## src/design/cec_pkg.sv

```systemverilog
// shared constants, state encoding and calendar helpers for the epoch converter
package cec_pkg;

  localparam logic [31:0] SecsPerDay  = 32'd86400;
  localparam logic [31:0] SecsPerHour = 32'd3600;
  localparam logic [31:0] SecsPerMin  = 32'd60;
  localparam logic [11:0] BaseYear    = 12'd2000;
  localparam logic [11:0] EpochYear   = 12'd1970;
  localparam logic [11:0] SkipLeapYear = 12'd2100;
  // reciprocals of 675, 225 and 15 scaled by 2^35, 2^21 and 2^14
  localparam logic [25:0] RecipDay    = 26'd50903317;
  localparam logic [13:0] RecipHour   = 14'd9321;
  localparam logic [10:0] RecipMin    = 11'd1093;
  localparam logic [3:0]  LastMonIdx  = 4'd11;
  localparam logic [3:0]  MaxMonth    = 4'd12;

  typedef enum logic [0:0] {
    OP_TO_EPOCH = 1'b0,
    OP_TO_CAL   = 1'b1
  } op_e;

  typedef enum logic [15:0] {
    ST_IDLE   = 16'b0000000000000001,
    ST_C_YEAR = 16'b0000000000000010,
    ST_C_MON  = 16'b0000000000000100,
    ST_C_DAY  = 16'b0000000000001000,
    ST_C_HOUR = 16'b0000000000010000,
    ST_C_MIN  = 16'b0000000000100000,
    ST_C_SEC  = 16'b0000000001000000,
    ST_S_DIV  = 16'b0000000010000000,
    ST_S_REM  = 16'b0000000100000000,
    ST_S_YEAR = 16'b0000001000000000,
    ST_S_MON  = 16'b0000010000000000,
    ST_S_HOUR = 16'b0000100000000000,
    ST_S_HREM = 16'b0001000000000000,
    ST_S_MIN  = 16'b0010000000000000,
    ST_S_MREM = 16'b0100000000000000,
    ST_FIN    = 16'b1000000000000000
  } state_e;

  // gregorian rule, exact for years 1901 to 2199
  function automatic logic is_leap(input logic [11:0] y);
    return (y[1:0] == 2'b00) && (y != SkipLeapYear);
  endfunction

  function automatic logic [8:0] year_len(input logic [11:0] y);
    return is_leap(y) ? 9'd366 : 9'd365;
  endfunction

  function automatic logic [4:0] month_len(input logic [3:0] idx, input logic leap);
    logic [4:0] len;
    case (idx)
      4'd1:                      len = 5'd28;
      4'd3, 4'd5, 4'd8, 4'd10:   len = 5'd30;
      default:                   len = 5'd31;
    endcase
    return len + {4'd0, (idx == 4'd1) && leap};
  endfunction

  function automatic logic [31:0] day_secs(input logic [8:0] d);
    return 32'({23'd0, d} * SecsPerDay);
  endfunction

endpackage

```

## src/design/calendar_epoch_converter_core.sv

```systemverilog
// calendar time to unix epoch seconds converter, both directions
//
// usage: drive op_i and the input fields and raise start_i while busy_o is
// low; the beat is taken at that clock edge and busy_o rises. op 0 packs
// year/month/day/hour/minute/second into epoch seconds, op 1 splits epoch
// seconds into calendar fields. fields not produced by the op read zero.
// the result shows on the output ports for one cycle with valid_o high;
// the receiver cannot stall, so it must take the beat in that cycle.
// one shared 32-bit add/subtract unit does the walks and the remainders
// under a sequencer; busy_o stays high while op 0 walks the years from 1970
// and the months, then adds day, hour, minute and second, and while op 1
// divides out the days, walks the years and months from 1970, then splits
// out hours, minutes and seconds.
// the year walk is the long part; valid_o follows in the next cycle, and a
// new beat can be started in the cycle valid_o is high. reset clears the
// sequencer and the strobe at once and the block is idle right after reset.
module calendar_epoch_converter_core (
  input  logic        clk_i,
  input  logic        rst_ni,
  input  logic        start_i,
  output logic        busy_o,
  input  logic        op_i,
  input  logic [31:0] epoch_in_i,
  input  logic [6:0]  year_in_i,
  input  logic [3:0]  month_in_i,
  input  logic [4:0]  day_in_i,
  input  logic [4:0]  hour_in_i,
  input  logic [5:0]  minute_in_i,
  input  logic [5:0]  second_in_i,
  output logic        valid_o,
  output logic [31:0] epoch_out_o,
  output logic [7:0]  year_out_o,
  output logic [3:0]  month_out_o,
  output logic [4:0]  day_out_o,
  output logic [4:0]  hour_out_o,
  output logic [5:0]  minute_out_o,
  output logic [5:0]  second_out_o
);
  import cec_pkg::*;

  state_e      state_q, state_d;
  logic        valid_q, valid_d;
  op_e         op_q, op_d;
  logic [31:0] acc_q, acc_d;
  logic [16:0] rem_q, rem_d;
  logic [11:0] y_q, y_d;
  logic [3:0]  mon_q, mon_d;
  logic [4:0]  hour_q, hour_d;
  logic [5:0]  min_q, min_d;
  logic [6:0]  year_in_q, year_in_d;
  logic [3:0]  month_in_q, month_in_d;
  logic [4:0]  day_in_q, day_in_d;
  logic [4:0]  hour_in_q, hour_in_d;
  logic [5:0]  minute_in_q, minute_in_d;
  logic [5:0]  second_in_q, second_in_d;
  logic [31:0] epoch_out_q, epoch_out_d;
  logic [7:0]  year_out_q, year_out_d;
  logic [3:0]  month_out_q, month_out_d;
  logic [4:0]  day_out_q, day_out_d;
  logic [4:0]  hour_out_q, hour_out_d;
  logic [5:0]  minute_out_q, minute_out_d;
  logic [5:0]  second_out_q, second_out_d;

  // shared add/subtract unit
  logic [31:0] opa, opb;
  logic        sub;
  logic [32:0] sum;
  logic        no_borrow;
  logic [11:0] target_year;
  logic        leap;
  logic [3:0]  mon_idx;

  // reciprocal quotients for days, hours and minutes
  logic [50:0] day_prod;
  logic [25:0] hour_prod;
  logic [19:0] min_prod;

  assign sum       = {1'b0, opa} + {1'b0, sub ? ~opb : opb} + {32'd0, sub};
  assign no_borrow = sum[32];
  assign target_year = BaseYear + {5'd0, year_in_q};
  assign leap      = is_leap(y_q);
  assign mon_idx   = (op_q == OP_TO_CAL) ? mon_q : mon_q - 4'd1;

  assign day_prod  = {26'd0, acc_q[31:7]} * {25'd0, RecipDay};
  assign hour_prod = {13'd0, rem_q[16:4]} * {12'd0, RecipHour};
  assign min_prod  = {10'd0, rem_q[11:2]} * {9'd0, RecipMin};

  always_comb begin
    opa = acc_q;
    opb = 32'd0;
    sub = 1'b0;
    unique case (state_q)
      ST_C_YEAR: opb = day_secs(year_len(y_q));
      ST_C_MON:  opb = day_secs({4'd0, month_len(mon_idx, leap)});
      ST_C_DAY:  opb = day_secs({4'd0, day_in_q});
      ST_C_HOUR: opb = 32'({27'd0, hour_in_q} * SecsPerHour);
      ST_C_MIN:  opb = 32'({26'd0, minute_in_q} * SecsPerMin);
      ST_C_SEC:  opb = {26'd0, second_in_q};
      ST_S_REM: begin
        opa = {15'd0, rem_q};
        opb = 32'({16'd0, acc_q[15:0]} * SecsPerDay);
        sub = 1'b1;
      end
      ST_S_YEAR: begin
        opb = {23'd0, year_len(y_q)};
        sub = 1'b1;
      end
      ST_S_MON: begin
        opb = {27'd0, month_len(mon_idx, leap)};
        sub = 1'b1;
      end
      ST_S_HREM: begin
        opa = {15'd0, rem_q};
        opb = 32'({27'd0, hour_q} * SecsPerHour);
        sub = 1'b1;
      end
      ST_S_MREM: begin
        opa = {15'd0, rem_q};
        opb = 32'({26'd0, min_q} * SecsPerMin);
        sub = 1'b1;
      end
      default: begin
        opa = acc_q;
      end
    endcase
  end

  always_comb begin
    state_d      = state_q;
    valid_d      = 1'b0;
    op_d         = op_q;
    acc_d        = acc_q;
    rem_d        = rem_q;
    y_d          = y_q;
    mon_d        = mon_q;
    hour_d       = hour_q;
    min_d        = min_q;
    year_in_d    = year_in_q;
    month_in_d   = month_in_q;
    day_in_d     = day_in_q;
    hour_in_d    = hour_in_q;
    minute_in_d  = minute_in_q;
    second_in_d  = second_in_q;
    epoch_out_d  = epoch_out_q;
    year_out_d   = year_out_q;
    month_out_d  = month_out_q;
    day_out_d    = day_out_q;
    hour_out_d   = hour_out_q;
    minute_out_d = minute_out_q;
    second_out_d = second_out_q;
    unique case (state_q)
      ST_IDLE: begin
        if (start_i) begin
          op_d        = op_e'(op_i);
          year_in_d   = year_in_i;
          month_in_d  = month_in_i;
          day_in_d    = day_in_i;
          hour_in_d   = hour_in_i;
          minute_in_d = minute_in_i;
          second_in_d = second_in_i;
          y_d         = EpochYear;
          rem_d       = 17'd0;
          if (op_i == OP_TO_CAL) begin
            acc_d   = epoch_in_i;
            mon_d   = 4'd0;
            state_d = ST_S_DIV;
          end else begin
            // day counts from one, so start one day below zero
            acc_d   = 32'd0 - SecsPerDay;
            mon_d   = 4'd1;
            state_d = ST_C_YEAR;
          end
        end
      end
      ST_C_YEAR: begin
        if (y_q < target_year) begin
          acc_d = sum[31:0];
          y_d   = y_q + 12'd1;
        end else begin
          state_d = ST_C_MON;
        end
      end
      ST_C_MON: begin
        if ((mon_q < month_in_q) && (mon_q <= MaxMonth)) begin
          acc_d = sum[31:0];
          mon_d = mon_q + 4'd1;
        end else begin
          state_d = ST_C_DAY;
        end
      end
      ST_C_DAY: begin
        acc_d   = sum[31:0];
        state_d = ST_C_HOUR;
      end
      ST_C_HOUR: begin
        acc_d   = sum[31:0];
        state_d = ST_C_MIN;
      end
      ST_C_MIN: begin
        acc_d   = sum[31:0];
        state_d = ST_C_SEC;
      end
      ST_C_SEC: begin
        acc_d   = sum[31:0];
        state_d = ST_FIN;
      end
      ST_S_DIV: begin
        // days from epoch / 128 / 675, low epoch bits kept for the remainder
        acc_d   = {16'd0, day_prod[50:35]};
        rem_d   = acc_q[16:0];
        state_d = ST_S_REM;
      end
      ST_S_REM: begin
        rem_d   = sum[16:0];
        state_d = ST_S_YEAR;
      end
      ST_S_YEAR: begin
        if (no_borrow) begin
          acc_d = sum[31:0];
          y_d   = y_q + 12'd1;
        end else begin
          state_d = ST_S_MON;
        end
      end
      ST_S_MON: begin
        if (no_borrow && (mon_q < LastMonIdx)) begin
          acc_d = sum[31:0];
          mon_d = mon_q + 4'd1;
        end else begin
          state_d = ST_S_HOUR;
        end
      end
      ST_S_HOUR: begin
        hour_d  = hour_prod[25:21];
        state_d = ST_S_HREM;
      end
      ST_S_HREM: begin
        rem_d   = sum[16:0];
        state_d = ST_S_MIN;
      end
      ST_S_MIN: begin
        min_d   = min_prod[19:14];
        state_d = ST_S_MREM;
      end
      ST_S_MREM: begin
        rem_d   = sum[16:0];
        state_d = ST_FIN;
      end
      ST_FIN: begin
        valid_d = 1'b1;
        state_d = ST_IDLE;
        if (op_q == OP_TO_CAL) begin
          epoch_out_d  = 32'd0;
          year_out_d   = 8'(y_q - BaseYear);
          month_out_d  = mon_q + 4'd1;
          day_out_d    = acc_q[4:0] + 5'd1;
          hour_out_d   = hour_q;
          minute_out_d = min_q;
          second_out_d = rem_q[5:0];
        end else begin
          epoch_out_d  = acc_q;
          year_out_d   = 8'd0;
          month_out_d  = 4'd0;
          day_out_d    = 5'd0;
          hour_out_d   = 5'd0;
          minute_out_d = 6'd0;
          second_out_d = 6'd0;
        end
      end
      default: begin
        state_d = ST_IDLE;
      end
    endcase
  end

  always_ff @(posedge clk_i or negedge rst_ni) begin
    if (!rst_ni) begin
      state_q <= ST_IDLE;
      valid_q <= 1'b0;
    end else begin
      state_q <= state_d;
      valid_q <= valid_d;
    end
  end

  always_ff @(posedge clk_i) begin
    op_q         <= op_d;
    acc_q        <= acc_d;
    rem_q        <= rem_d;
    y_q          <= y_d;
    mon_q        <= mon_d;
    hour_q       <= hour_d;
    min_q        <= min_d;
    year_in_q    <= year_in_d;
    month_in_q   <= month_in_d;
    day_in_q     <= day_in_d;
    hour_in_q    <= hour_in_d;
    minute_in_q  <= minute_in_d;
    second_in_q  <= second_in_d;
    epoch_out_q  <= epoch_out_d;
    year_out_q   <= year_out_d;
    month_out_q  <= month_out_d;
    day_out_q    <= day_out_d;
    hour_out_q   <= hour_out_d;
    minute_out_q <= minute_out_d;
    second_out_q <= second_out_d;
  end

  assign busy_o       = (state_q != ST_IDLE);
  assign valid_o      = valid_q;
  assign epoch_out_o  = epoch_out_q;
  assign year_out_o   = year_out_q;
  assign month_out_o  = month_out_q;
  assign day_out_o    = day_out_q;
  assign hour_out_o   = hour_out_q;
  assign minute_out_o = minute_out_q;
  assign second_out_o = second_out_q;

  a_start_busy: assert property (@(posedge clk_i) disable iff (!rst_ni)
    (start_i && !busy_o) |=> busy_o)
    else $error("accepted beat did not make the block busy");

  a_valid_idle: assert property (@(posedge clk_i) disable iff (!rst_ni)
    valid_o |-> !busy_o)
    else $error("result strobe while sequencer busy");

  a_valid_pulse: assert property (@(posedge clk_i) disable iff (!rst_ni)
    valid_o |=> !valid_o)
    else $error("result strobe longer than one cycle");

  a_rem_range: assert property (@(posedge clk_i) disable iff (!rst_ni)
    (state_q == ST_S_HOUR) |-> (rem_q < SecsPerDay[16:0]))
    else $error("time of day remainder out of range");

endmodule
```

## config.mk

```make
export PLATFORM = sky130hd
export DESIGN_NAME = calendar_epoch_converter_core
export DESIGN_NICKNAME = d
export VERILOG_FILES = /design/src/design/cec_pkg.sv /design/src/design/calendar_epoch_converter_core.sv
export SDC_FILE = /design/constraint.sdc
export NUM_CORES = 2
export LEC_CHECK = 0
export BUFFER_PORTS_ARGS = -buffer_cell sky130_fd_sc_hd__buf_2
export CAP_MARGIN = 15
export CORE_MARGIN = 10
export CORE_UTILIZATION = 35
export DETAILED_ROUTE_END_ITERATION = 10
export PLACE_DENSITY = 0.53
export SKIP_CTS_REPAIR_TIMING = 1
export SLEW_MARGIN = 15
export SYNTH_ARGS = -nofsm -noshare
export SYNTH_HDL_FRONTEND = slang
export SYNTH_SLANG_ARGS = --single-unit
export TNS_END_PERCENT = 50
```

## constraint.sdc

```tcl
create_clock -name clk_i -period 13.7 [get_ports clk_i]
set_input_delay 0.685 -clock clk_i [delete_from_list [all_inputs] [get_ports clk_i]]
set_output_delay 0.685 -clock clk_i [all_outputs]
set_load 0.03 [all_outputs]
```

Word level (Yosys, flattened, before mapping) --
Cells that the tools add are included.
Storage, ports and cells: output and inout bits 68, flip-flop bits (word level) 193, memory bits (writable) 0, bits in read-only memories 0, latch bits 0, word-level logic and storage cells 135, input bits 69, memories kept 0
Cells by class: shift-type cells 0, order comparisons 4, div/mod/pow operators 0, bitwise operators 1, eq/ne operators 32, multipliers 11, add/sub/neg operators 10, multiplexer cells 35, reductions and logical operators 20
Operators by type and width (count):
- $pmux W32 S11 | 1
- $mux W32 | 8
- $pmux W16 S14 | 1
- $pmux W32 S7 | 1
- $mux W16 | 5
- $mul A25 B26 Y51 const B | 1
- $pmux W17 S3 | 1
- $mux W12 | 3
- $pmux W12 S3 | 1
- $add A32 B32 Y33 | 1
- $add A33 B1 Y33 | 1
- $not A32 Y32 | 1
- $mul A5 B10 Y15 const B | 2
- $mul A13 B14 Y26 const B | 1
- $mul A5 B8 Y13 const B | 2
- $mul A16 B10 Y25 const B | 1
- $mul A10 B11 Y20 const B | 1
- $mul A6 B4 Y10 const B | 2
- $mul A9 B10 Y19 const B | 1
- $ne A2 B2 Y1 const B | 9
- $mux W17 | 1
- $eq A16 B1 Y1 const B | 1
- $eq A16 B10 Y1 const B | 1
- $eq A16 B11 Y1 const B | 1
- 49 further kinds | 65

Depth between registers and ports, before layout --
depth after elaboration 16, mapped depth 30, gate-level depth less buffers 30

Least setup slack after synthesis --
No wires, ideal clock.
path type reg2reg, from register acc_q[3], to register acc_q[0], enable pin, setup time 0.594 ns, path buffers 1, arrival time 10.589 ns, required time 13.106 ns, stages on the path, launching flop included 29, clock period less this slack 11.183 ns, path slack 2.517 ns, cell sequence edfxtp_1 ha_1 inv_1 fa_1 inv_1 fa_1 ha_1 inv_1 fa_1 inv_1 ha_1 inv_1 o21ai_0 a211oi_1 o41a_1 o21bai_1 a21oi_1 xnor2_1 a21oi_1 ha_1 clkbuf_1 nand4_1 nor2_1 nor2_1 nand2_1 a21oi_1 a211oi_1 o22ai_1 a2111oi_0
Between the ends: cells in the longest elaborated chain, start to end 9, elaborated cells between the ends (all ways) 11, classes of those cells add/sub (2); mul (1); eq/ne (2); mux (3); bitwise (1); reduce/logical (2)
RTL lines:
- start: declaration | line calendar_epoch_converter_core.sv:44 | logic [31:0] acc_q, acc_d;
- start signal: assignment | line calendar_epoch_converter_core.sv:288 | acc_q <= acc_d;
- $mul A16 B10 Y25 | line calendar_epoch_converter_core.sv:101 | opb = 32'({16'd0, acc_q[15:0]} * SecsPerDay);
- $pmux W32 S11 | line calendar_epoch_converter_core.sv:92 | unique case (state_q)
- $not A32 Y32 | line calendar_epoch_converter_core.sv:78 | assign sum = {1'b0, opa} + {1'b0, sub ? ~opb : opb} + {32'd0, sub};
- $mux W32 | line calendar_epoch_converter_core.sv:78
- $add A32 B32 Y33 (*) | line calendar_epoch_converter_core.sv:78
- $add A33 B1 Y33 (*) | line calendar_epoch_converter_core.sv:78
- $logic_and A1 B1 Y1 | line calendar_epoch_converter_core.sv:226 | if (no_borrow && (mon_q < LastMonIdx)) begin
- $ne A2 B2 Y1 (no line)
- $reduce_and A6 Y1 (no line) (*)
Every way passes the cells marked *; elsewhere a longest branch is shown, timed or not. A chain may end at the register's enable or synchronous reset.

Worst setup path after layout --
from register acc_q[25], to register acc_q[11] (data pin)
Between the ends: cells in the longest elaborated chain, start to end 2
RTL lines:
- $mul A25 B26 Y51 | line calendar_epoch_converter_core.sv:84 | assign day_prod = {26'd0, acc_q[31:7]} * {25'd0, RecipDay};
- $pmux W32 S7 | line calendar_epoch_converter_core.sv:151 | unique case (state_q)
- net acc_d[11] | line calendar_epoch_converter_core.sv:44
The timed path passes the listed nets, and every way through them passes these cells.

==> reports/metrics.cfg <==
[logic_synthesis]
synth_mux_area_frac = 0.00455
synth_top_area_cell = ha_1
synth_compound_area_frac = 0.117
ys_seq_area_frac = 0.200
synth-simple-area-share = 0.0915
syn_area_sq_um = 28600
yosys.area.top_type_share = 0.277
synth_top_family_by_area = adder cells
synth_edf_count = 176
ys_top_cells_by_area = ha_1 28%, fa_1 19%, edfxtp_1 18%
ys.flop_type = edfxtp_1
synth_seq_cells = 193
ys_warn_count = 0
synth_cell_types = 78
synth_fa_ha_area_frac = 0.471
synth_async_sr_flop_share = 0.0881
syn_inst = 2838
synth_fp_nets = 3816
synth-xor-area-share = 0.0414
syn_avg_cell_area_sq_um = 10.1

[finish]
area_growth_pct = 8.99
drive_above_1_share = 0.0724
post-route-cell-area_sq_um = 31200
final_common_cell = ha_1
seqCellArea_sq_um = 5710
nFillCells = 8099
multiInputGateArea_sq_um = 20800
fin_nets = 3933
final_cell_mix = 632 x ha_1, 509 x inv_1, 277 x fa_1

[detailed_routing]
postRouteAntennaNets = 0
post-route-drc-count = 0
wl_per_cell_um = 21.5
initialDrtViolationCount = 1531
routed_wl_mm = 86.6
via_count = 20700
viasPerCell = 5.14
drtPass1Iterations = 6

[clock_tree]
cts_tree = done
cts.sinks = 193
clkTransAtPathRegs_ns = 0.09
cts_root_buf = clkbuf_16
clock_latency_ns = 0.49
cts-htree-levels = 4
cts_inserted_buffers = 17
cts_max_path_buffers = 2

[floorplanning]
die_w_um = 306
die_h_um = 306
die_area_sq_um = 93500
start_util = 0.354
fp-row-count = 104
io_pins = 137
core_area_sq_um = 80800

[timing]
max_slew_margin = 0.287
tns_ns = 0
rsz0062_at_grt = no
setup_violations = 0
setup_ws_ns = 5.53
worst_pin_slew_ns = 1.07
fin_skew_ns = 0.0181
hold-worst-slack_ns = 0.141
max_clock_freq_mhz = 122
period_needed_ns = 8.17
hold_viol = 0
fin_crit_sh = 0.596
final-max-slew-violation-count = 0

[global_routing]
grt_pass1_vias = 21100
grt_max_degree = 57
grt_pass1_wl_mm = 131
antenna_found_initial = 4
grt_usage = 0.184
grt_overflow = 0

[worst_setup_path]
arrival_ns = 8.38
timing.rr.start = acc_q[25]$_DFFE_PP_
cp-start-kind = flip-flop
crit_required_ns = 13.91
reg2reg_slack_ns = 5.53
reg2reg_to = acc_q[11]$_DFFE_PP_
crit_type = reg -> reg
crit_fanout = 11
end_kind = flip-flop
ff2ff_path_depth = 22

[place]
dp_hpwl_mm = 72.9
dp_slack_ns = 5.66
routabilityCongestion = 0.957
dpl_cell_area_sq_um = 30600
port_buffers = 136

[outcome]
status = complete, no violations

[run]
max_cap_viol_count = 0

[min_path]
worst_hold_path_type = in -> async

-- through the flow --
stage,util,instances
final,0.386,4029
after global routing,0.386,4028
after floorplan,-,2838
after global placement,0.378,3996
after detailed placement,0.378,3996
after CTS,0.386,4028
-- worst max path at each step --
stage                        start             endpoint  slack, ns  cells past startpoint
2_1_floorplan   acc_q[3]$_DFFE_PP_   acc_q[0]$_DFFE_PP_       2.52                     28
3_3_place_gp   acc_q[26]$_DFFE_PP_  acc_q[11]$_DFFE_PP_       5.71                     23
3_5_place_dp   acc_q[26]$_DFFE_PP_  acc_q[11]$_DFFE_PP_       5.66                     23
4_1_cts        acc_q[25]$_DFFE_PP_  acc_q[11]$_DFFE_PP_       5.62                     22
5_1_grt        acc_q[25]$_DFFE_PP_  acc_q[11]$_DFFE_PP_       5.17                     22
6_report       acc_q[25]$_DFFE_PP_  acc_q[11]$_DFFE_PP_       5.53                     22
-- cells by family after synthesis --
| kind of cell | count (synthesis) |
|---|---|
| buf+inv | 570 |
| flops | 193 |
| fa+ha+maj | 909 |
| simple gates | 510 |
| mux | 13 |
| xor+xnor | 135 |
| compound gates | 508 |
-- critical path, cell delays in order (launching register included) --
cell      delay [ns]
edfxtp_1        0.74
fa_1            0.53
ha_1            0.28
inv_1           0.04
fa_1            0.47
inv_1           0.05
fa_1            0.50
fa_1            0.52
fa_1            0.52
fa_1            0.49
ha_1            0.35
a21oi_1         0.23
o21ai_0         0.14
a221o_1         0.37
a21oi_1         0.22
o221ai_1        0.31
o41ai_2         0.46
a21boi_0        0.21
o41ai_1         0.67
nor2b_1         0.16
a211oi_1        0.32
xor2_1          0.18
o221ai_1        0.12
-- per-layer routing --
metal / part of all wire / track usage / up-vias
li1: - / - / 9954
met1: 0.49 / 0.268 / 10100
met2: 0.43 / 0.278 / 562
met3: 0.065 / 0.0360 / 76
met4: 0.018 / 0.0398 / 4
met5: 0.00027 / 0 / -
-- sequential cells by signal (all words and copies together) (netlist names), 6 cells and up --
| signal | count |
|---|---|
| acc_q | 32 |
| epoch_out_o | 32 |
| min_q | 6 |
| minute_in_q | 6 |
| minute_out_o | 6 |
| rem_q | 17 |
| second_in_q | 6 |
| second_out_o | 6 |
| state_q | 16 |
| y_q | 12 |
| year_in_q | 7 |
| year_out_o | 8 |
-- Yosys cell counts, types with 5 or more instances --
cell	instances
a211oi_1	10
a22oi_1	10
nand2b_1	36
o21a_1	12
o41ai_1	5
o211ai_1	11
inv_1	509
dfrtp_1	16
nand4_1	23
and3_1	19
and2_1	30
ha_1	632
mux2i_1	13
fa_1	277
edfxtp_1	176
o31ai_1	5
clkbuf_1	46
buf_2	5
o21bai_1	12
a31oi_1	14
nor2b_1	48
o221ai_1	11
xnor2_1	79
a221oi_1	15
nor3_1	28
a21o_1	88
buf_1	8
nor3b_1	9
nand3_1	33
a22o_1	8
a21boi_0	5
a221o_1	8
o21ai_1	5
o22ai_1	11
o21ai_0	101
xor2_1	56
nand2_1	100
nor2_1	139
a21oi_1	138
nor4_1	13
and4b_1	6
a211o_1	5
-- cell type report --
cell class / instances / share of cell area
diodes: 1 / 0.0000803
clock buffers: 17 / 0.0137
clock inverters: 15 / 0.00566
inverters: 510 / 0.0614
multi-input cells: 2075 / 0.666
flip-flops and latches: 193 / 0.183
well taps: 1060 / 0.0426
repair buffers: 158 / 0.0271
Power is left out: the tool's default activity adds up to more than one toggle a clock period on the data nets, which glitch-free logic cannot reach.
